### config.mk
export PLATFORM = sky130hd
export DESIGN_NAME = subscription_fanout_table
export DESIGN_NICKNAME = d
export VERILOG_FILES = /design/src/sfo_pkg.sv /design/src/sfo_cell.sv /design/src/subscription_fanout_table.sv
export SDC_FILE = /design/constraint.sdc
export NUM_CORES = 2
export LEC_CHECK = 0
export ABC_AREA = 1
export BUFFER_PORTS_ARGS = -buffer_cell sky130_fd_sc_hd__buf_2
export CORE_ASPECT_RATIO = 2
export CORE_MARGIN = 1.5
export CORE_UTILIZATION = 45
export CTS_CLUSTER_SIZE = 14
export DETAILED_ROUTE_END_ITERATION = 16
export SLEW_MARGIN = 10
export SYNTH_ARGS = -nofsm -noshare
export SYNTH_HDL_FRONTEND = slang
export SYNTH_HIERARCHICAL = 1
export SYNTH_SLANG_ARGS = --single-unit
export TNS_END_PERCENT = 5
### constraint.sdc
create_clock -name clk -period 14.3 [get_ports clk]
set_input_delay 1.43 -clock clk [delete_from_list [all_inputs] [get_ports clk]]
set_output_delay 1.43 -clock clk [all_outputs]
set_load 0.05 [all_outputs]
### src/sfo_pkg.sv
`default_nettype none

package sfo_pkg;

  localparam int TABLE_ENTRIES_DEF = 32;
  localparam int COUNT_W = 7;

  typedef enum logic [1:0] {
    FUNC_SUB       = 2'd0,
    FUNC_UNSUB     = 2'd1,
    FUNC_UNSUB_ALL = 2'd2,
    FUNC_NOTIFY    = 2'd3
  } func_t;

  typedef enum logic [1:0] {
    ST_OK        = 2'd0,
    ST_DUP       = 2'd1,
    ST_FULL      = 2'd2,
    ST_NOT_FOUND = 2'd3
  } status_t;

  typedef logic [COUNT_W-1:0] count_t;

  typedef struct packed {
    func_t              func;
    logic [15:0]        subscriber;
    logic signed [31:0] object_key;
    logic [15:0]        property_key;
    logic [7:0]         dest_handle;
  } cmd_t;

  typedef struct packed {
    status_t     status;
    logic [7:0]  dest_port;
    logic        last;
    count_t      key_count;
    count_t      total_count;
  } rsp_t;

  typedef struct packed {
    logic [31:0] object_key;
    logic [15:0] property_key;
    logic [15:0] subscriber;
    logic [7:0]  port;
  } entry_t;

  typedef enum logic [1:0] {
    CELL_HOLD,
    CELL_SHIFT,
    CELL_COLLAPSE,
    CELL_LOAD
  } cell_mode_t;

  typedef struct packed {
    cell_mode_t mode;
    logic       sel;
  } cell_ctrl_t;

endpackage

`default_nettype wire

### src/sfo_cell.sv
`default_nettype none

module sfo_cell (
  input  wire logic                clk,
  input  wire logic                rst,
  input  wire sfo_pkg::cell_ctrl_t ctrl,
  input  wire logic                left_valid,
  input  wire logic                right_valid,
  input  wire sfo_pkg::entry_t     right_entry,
  input  wire sfo_pkg::entry_t     new_entry,
  output logic                     valid,
  output sfo_pkg::entry_t          entry
);

  // In collapse mode an empty cell pulls from its right-hand neighbour, and a
  // full cell whose left-hand neighbour is empty hands its entry over, so gaps
  // drift to the tail one place per cycle and the order is kept.
  always_ff @(posedge clk) begin
    if (rst) begin
      valid <= 1'b0;
    end else begin
      case (ctrl.mode)
        sfo_pkg::CELL_SHIFT: begin
          valid <= right_valid;
        end
        sfo_pkg::CELL_COLLAPSE: begin
          if (!valid) begin
            valid <= right_valid;
          end else if (!left_valid) begin
            valid <= 1'b0;
          end
        end
        sfo_pkg::CELL_LOAD: begin
          if (ctrl.sel) begin
            valid <= 1'b1;
          end
        end
        default: begin
          valid <= valid;
        end
      endcase
    end
  end

  always_ff @(posedge clk) begin
    case (ctrl.mode)
      sfo_pkg::CELL_SHIFT: begin
        entry <= right_entry;
      end
      sfo_pkg::CELL_COLLAPSE: begin
        if (!valid && right_valid) begin
          entry <= right_entry;
        end
      end
      sfo_pkg::CELL_LOAD: begin
        if (ctrl.sel) begin
          entry <= new_entry;
        end
      end
      default: begin
        entry <= entry;
      end
    endcase
  end

endmodule

`default_nettype wire

### src/subscription_fanout_table.sv
// Sequence: every command first scans the whole cell chain (S_COUNT); a single result is then
// loaded in S_FINISH. Notify with matches then rotates the chain again (S_EMIT), giving one
// result per match in chain order. Removals then run a gap-closing pass (S_COLLAPSE). A new
// command is taken only in S_IDLE; a result that is not taken pauses S_FINISH and S_EMIT.
// Reset: rst clears every valid bit, the fill count and the handshakes; entry data is kept.
`default_nettype none

module subscription_fanout_table #(
  parameter int TABLE_ENTRIES = sfo_pkg::TABLE_ENTRIES_DEF
) (
  input  wire logic          clk,
  input  wire logic          rst,
  input  wire logic          cmd_valid,
  output logic               cmd_ready,
  input  wire sfo_pkg::cmd_t cmd,
  output logic               rsp_valid,
  input  wire logic          rsp_ready,
  output sfo_pkg::rsp_t      rsp
);

  localparam int IDX_W = $clog2(TABLE_ENTRIES);
  localparam int CNT_W = $clog2(TABLE_ENTRIES + 1);

  typedef enum logic [2:0] {
    S_IDLE,
    S_COUNT,
    S_FINISH,
    S_EMIT,
    S_COLLAPSE
  } state_t;

  state_t               state;
  logic [IDX_W-1:0]     cnt;
  logic [CNT_W-1:0]     fill;
  logic [CNT_W-1:0]     key_cnt;
  logic [CNT_W-1:0]     tot_cnt;
  logic [CNT_W-1:0]     emit_cnt;
  logic                 dup;
  sfo_pkg::cmd_t        item;

  logic                 cell_valid [TABLE_ENTRIES];
  sfo_pkg::entry_t      cell_entry [TABLE_ENTRIES];
  sfo_pkg::entry_t      new_entry;
  sfo_pkg::cell_mode_t  mode;
  logic                 ring_valid;

  logic head_valid;
  logic key_eq;
  logic sub_eq;
  logic key_hit;
  logic drop;
  logic out_free;
  logic pass_end;
  logic full;
  logic do_write;
  logic rsp_set;

  assign head_valid = cell_valid[0];
  assign key_eq     = (cell_entry[0].object_key == item.object_key)
                   && (cell_entry[0].property_key == item.property_key);
  assign sub_eq     = cell_entry[0].subscriber == item.subscriber;
  assign key_hit    = head_valid && key_eq;
  assign drop       = head_valid && sub_eq
                   && ((item.func == sfo_pkg::FUNC_UNSUB && key_eq)
                    || item.func == sfo_pkg::FUNC_UNSUB_ALL);
  assign out_free   = !rsp_valid || rsp_ready;
  assign pass_end   = cnt == IDX_W'(TABLE_ENTRIES - 1);
  assign full       = fill == CNT_W'(TABLE_ENTRIES);
  assign do_write   = (state == S_FINISH) && (item.func == sfo_pkg::FUNC_SUB)
                   && !dup && !full && out_free;
  assign cmd_ready  = state == S_IDLE;
  // A new result is loaded in this cycle.
  assign rsp_set    = out_free
                   && (((state == S_FINISH)
                        && ((item.func != sfo_pkg::FUNC_NOTIFY) || (key_cnt == '0)))
                    || ((state == S_EMIT) && key_hit));

  assign new_entry.object_key   = item.object_key;
  assign new_entry.property_key = item.property_key;
  assign new_entry.subscriber   = item.subscriber;
  assign new_entry.port         = item.dest_handle;

  // The head of the chain is re-entered at the tail; a removed entry re-enters
  // as an empty cell, which the collapse pass later moves to the end.
  always_comb begin
    mode       = sfo_pkg::CELL_HOLD;
    ring_valid = 1'b0;
    case (state)
      S_COUNT: begin
        mode       = sfo_pkg::CELL_SHIFT;
        ring_valid = head_valid && !drop;
      end
      S_EMIT: begin
        mode       = out_free ? sfo_pkg::CELL_SHIFT : sfo_pkg::CELL_HOLD;
        ring_valid = head_valid;
      end
      S_COLLAPSE: begin
        mode = sfo_pkg::CELL_COLLAPSE;
      end
      S_FINISH: begin
        mode = do_write ? sfo_pkg::CELL_LOAD : sfo_pkg::CELL_HOLD;
      end
      default: begin
        mode = sfo_pkg::CELL_HOLD;
      end
    endcase
  end

  for (genvar i = 0; i < TABLE_ENTRIES; i++) begin : g_cell
    localparam logic [CNT_W-1:0] POS = CNT_W'(i);
    sfo_pkg::cell_ctrl_t ctrl;
    logic                left_v;
    logic                right_v;
    sfo_pkg::entry_t     right_e;

    assign ctrl.mode = mode;
    assign ctrl.sel  = fill == POS;

    if (i == 0) begin : g_first
      assign left_v = 1'b1;
    end else begin : g_rest
      assign left_v = cell_valid[i-1];
    end

    if (i == TABLE_ENTRIES - 1) begin : g_tail
      assign right_v = ring_valid;
      assign right_e = cell_entry[0];
    end else begin : g_body
      assign right_v = cell_valid[i+1];
      assign right_e = cell_entry[i+1];
    end

    sfo_cell u_cell (
      .clk         (clk),
      .rst         (rst),
      .ctrl        (ctrl),
      .left_valid  (left_v),
      .right_valid (right_v),
      .right_entry (right_e),
      .new_entry   (new_entry),
      .valid       (cell_valid[i]),
      .entry       (cell_entry[i])
    );
  end

  always_ff @(posedge clk) begin
    if (rst) begin
      state     <= S_IDLE;
      cnt       <= '0;
      fill      <= '0;
      rsp_valid <= 1'b0;
    end else begin
      if (rsp_ready && !rsp_set) begin
        rsp_valid <= 1'b0;
      end
      case (state)
        S_IDLE: begin
          if (cmd_valid) begin
            item    <= cmd;
            cnt     <= '0;
            key_cnt <= '0;
            tot_cnt <= '0;
            dup     <= 1'b0;
            state   <= S_COUNT;
          end
        end
        S_COUNT: begin
          if (key_hit && !drop) begin
            key_cnt <= key_cnt + CNT_W'(1);
          end
          if (head_valid && !drop) begin
            tot_cnt <= tot_cnt + CNT_W'(1);
          end
          if (key_hit && sub_eq) begin
            dup <= 1'b1;
          end
          if (pass_end) begin
            cnt   <= '0;
            state <= S_FINISH;
          end else begin
            cnt <= cnt + IDX_W'(1);
          end
        end
        S_FINISH: begin
          case (item.func)
            sfo_pkg::FUNC_SUB: begin
              if (out_free) begin
                rsp_valid     <= 1'b1;
                rsp.dest_port <= '0;
                rsp.last      <= 1'b1;
                if (dup) begin
                  rsp.status      <= sfo_pkg::ST_DUP;
                  rsp.key_count   <= sfo_pkg::count_t'(key_cnt);
                  rsp.total_count <= sfo_pkg::count_t'(fill);
                end else if (full) begin
                  rsp.status      <= sfo_pkg::ST_FULL;
                  rsp.key_count   <= sfo_pkg::count_t'(key_cnt);
                  rsp.total_count <= sfo_pkg::count_t'(fill);
                end else begin
                  rsp.status      <= sfo_pkg::ST_OK;
                  rsp.key_count   <= sfo_pkg::count_t'(key_cnt + CNT_W'(1));
                  rsp.total_count <= sfo_pkg::count_t'(fill + CNT_W'(1));
                  fill            <= fill + CNT_W'(1);
                end
                state <= S_IDLE;
              end
            end
            sfo_pkg::FUNC_UNSUB, sfo_pkg::FUNC_UNSUB_ALL: begin
              if (out_free) begin
                rsp_valid       <= 1'b1;
                rsp.status      <= sfo_pkg::ST_OK;
                rsp.dest_port   <= '0;
                rsp.last        <= 1'b1;
                rsp.key_count   <= sfo_pkg::count_t'(key_cnt);
                rsp.total_count <= sfo_pkg::count_t'(tot_cnt);
                fill            <= tot_cnt;
                cnt             <= '0;
                state           <= S_COLLAPSE;
              end
            end
            default: begin
              if (key_cnt == '0) begin
                if (out_free) begin
                  rsp_valid       <= 1'b1;
                  rsp.status      <= sfo_pkg::ST_NOT_FOUND;
                  rsp.dest_port   <= '0;
                  rsp.last        <= 1'b1;
                  rsp.key_count   <= '0;
                  rsp.total_count <= sfo_pkg::count_t'(fill);
                  state           <= S_IDLE;
                end
              end else begin
                emit_cnt <= '0;
                cnt      <= '0;
                state    <= S_EMIT;
              end
            end
          endcase
        end
        S_EMIT: begin
          if (out_free) begin
            cnt <= cnt + IDX_W'(1);
            if (key_hit) begin
              rsp_valid       <= 1'b1;
              rsp.status      <= sfo_pkg::ST_OK;
              rsp.dest_port   <= cell_entry[0].port;
              rsp.last        <= (emit_cnt + CNT_W'(1)) == key_cnt;
              rsp.key_count   <= sfo_pkg::count_t'(key_cnt);
              rsp.total_count <= sfo_pkg::count_t'(fill);
              emit_cnt        <= emit_cnt + CNT_W'(1);
            end
            if (pass_end) begin
              state <= S_IDLE;
            end
          end
        end
        S_COLLAPSE: begin
          cnt <= cnt + IDX_W'(1);
          if (pass_end) begin
            state <= S_IDLE;
          end
        end
        default: begin
          state <= S_IDLE;
        end
      endcase
    end
  end

endmodule

`default_nettype wire

==> impl_metrics.ini <==
[floorplanning]
die_w_um = 352
die_h_um = 702
row_count = 256
ios = 105
die_area_um2 = 247000
core_area_um2 = 243000
start_util_pct = 45.2

[setup_path]
worst_path_dominant_cell_family = simple AND/OR/NAND/NOR gates
crit_path_start = item[72]
r2r-start = item[72]
worstSetupStartpointType = register
cp_slowest_stage_delay_ps = 770
crit_buf_inv = 4
endpoint_kind = register
crit_chain = inv_1, ha_1, inv_1, nor2_1, nand4_1, nand2_4, buf_4, nand2_4, o21ai_0, nor2_4, buf_4
cp_slowest_cell = buf_4
critPathKind = reg2reg
worstPathArrival_ps = 5880
cp_max_fo = 74
required_ps = 14750

[logic_synthesis]
ys_types = 43
synthAdderAreaFrac_pct = 0.171
synth_top_family_by_area = simple AND/OR/NAND/NOR gates
yosysWarningCount = 6
synthSimpleGateAreaFrac_pct = 26.7
synth-compound-area-share_pct = 0.534
post_synth_xor_area_fraction_pct = 0.359
syn-num-nets = 11329
synth_cells = 11236
ys_ff_latch = 2469
syn_area_um2 = 110000
avgSynthCellArea_um2 = 9.77
seq_area_frac_synth_pct = 67.1
synth_mux_area_share_pct = 0
synth_area_leader_cell = edfxtp_1
synthTopCellsByArea = edfxtp_1, nand2_1, buf_6
synth_top_area_share_pct = 66.2

[power_and_ir_drop]
switching_share_pct = 34.0
p_leak_nw = 50.5
power_frac_comb_pct = 28.2
p_per_area_nw_per_um2 = 245
internal_power_mw = 19.1
switchingPower_mw = 9.84
power_frac_seq_pct = 53.0
power_mw = 28.9
power_frac_clock_pct = 18.8
vdd_ir_drop_max_mv = 0.182

[sta]
fmax_ghz = 0.184
period_needed_ps = 5430
tightestPinTransition_ps = 1240
max-slew-margin-rel_pct = 17.3
finalSetupTns_ps = 0
grt_setup_unrepaired = no
drv_slew = 0
skew_ps = 50.8
finalCritPeriodShare_pct = 37.9
hold_viol = 0
finalSetupViolCount = 0

[cts]
clock_sinks = 2469
clock_path_buffers = 4
cts_root_buffer = clkbuf_16
cts_resized = 0
postCtsHoldBufs = 0
cts_tree = yes
h-tree-depth = 4
clk_pin_slew_ps = 70
clk_latency_ps = 880
postCtsSetupBuffers = 0
numCtsBuffers = 217

[global_routing]
grt_pass1_vias = 71253
grt_pass1_wl_mm = 431
grt_max_degree = 97
grt_overflow = 0
grt_use_total_pct = 22.5
antenna_found_initial = 6

[place]
place.gp.congestion = 0.883
dp_hpwl_mm = 180
port_buffers = 104
dp_cells = 14216
dpl_cell_area_um2 = 112000

[routing]
drtPass1Iterations = 6
num_vias = 73581
ant_nets = 0
routed_wl_mm = 280
avgViaCountPerCell = 5.05
drc = 0
wl_per_cell_um = 19.2
drtIter0Drc = 6405

[cells_and_area]
final_area_um2 = 118000
nets = 11303
fin_cells = 14574
area_delta_synth_final_pct = 7.44
final_cell_mix = nand2_1, edfxtp_1, inv_1
layout_commonest_cell = nand2_1
drive_above_1_share_pct = 5.78

[flow_run]
cap_violations = 0

[worst_hold_path]
hp-class = reg2reg
hp-start = cnt[4]

[outcome]
status = complete, no violations
[cell usage after synthesis (all sizes together)]
library cell and number:
a21oi 18, a32o 1, xnor2 29, o31ai 1, nor4 1, clkinv 1
nor3b 1, nand2 7307, buf 486, o41ai 1, a311oi 1, xor2 16
o211ai 2, dfxtp 47, o21ai 70, nand4 11, a31oi 2, a211oi 2
conb 1, nor3 20, nand3b 2, nor2 285, or2 37, clkbuf 8
a22oi 1, nand3 57, inv 384, edfxtp 2422, o22ai 7, ha 15
[worst reg2reg max path, stage by stage (launching register included)]
cell	delay [ps]
edfxtp_1	440
inv_1	110
ha_1	260
inv_1	180
nor2_1	200
nand4_1	270
nand2_4	700
buf_4	800
nand2_4	800
o21ai_0	660
nor2_4	60
buf_4	460
[final cells by class]
cell class / count / area, µm²
clock buffer: 290 / 5760
tap: 3225 / 4040
antenna: 4 / 10.0
clock inverter: 64 / 364
timing repair buffer: 249 / 1620
fill: 22108 / 125000
multi-input combinational: 7888 / 30900
sequential: 2469 / 73700
inverter: 385 / 1610
[state kept, by name, indices dropped and copies added, names as in the netlist]
signal and cells:
g_cell.u_cell/entry 2304, item 74, g_cell.u_cell/valid 32, rsp 25, emit_cnt 6, fill 6, key_cnt 6, tot_cnt 6
cnt 5, state 3, dup 1, rsp_valid 1
[layer usage]
metal  vias up  global-route usage (%)  part of all wire, %
met5         -                       0               0.0071
met2      2500                    39.1                   49
li1      35684                       -                    -
met1     34856                    28.0                   40
met3       539                    2.49                  6.0
met4         2                    10.4                  5.0
[power by group through the flow]
| stage | Clock (mW) | Combinational [mW] | Sequential (mW) |
|---|---|---|---|
| floorplan | 0 | 5.65 | 15.4 |
| global placement | 0 | 7.94 | 15.4 |
| detailed placement | 0 | 8.13 | 15.4 |
| CTS | 5.55 | 8.21 | 15.3 |
| global route | 5.77 | 9.23 | 15.7 |
| finish | 5.43 | 8.15 | 15.3 |
[worst paths after layout]
kind	slack, ps	end	cells after the start
worst min-delay path	490	cnt[4]	2
worst max register to register	8870	g_cell[12].u_cell/entry[55]	11
worst min register to register	490	cnt[4]	2
worst max-delay path	8870	g_cell[12].u_cell/entry[55]	11
[logic make-up (layout without fill, tap and decap cells)]
group | Yosys count | count (layout)
simple gates | 7721 | 7721
fa+ha+maj | 15 | 15
compound gates | 106 | 106
xor+xnor | 45 | 45
buf+inv | 879 | 988
other cells | 1 | 5
flops | 2469 | 2469
[through the flow]
stage	setup WS [ps]	hold WS (ps)	util, %
3_3_place_gp	8450	460	46.1
3_5_place_dp	8340	487	46.1
6_report	8870	493	48.6
4_1_cts	8910	494	48.6
2_1_floorplan	3360	450	-
5_1_grt	8440	519	48.6
(Power assumes the default switching activity.)
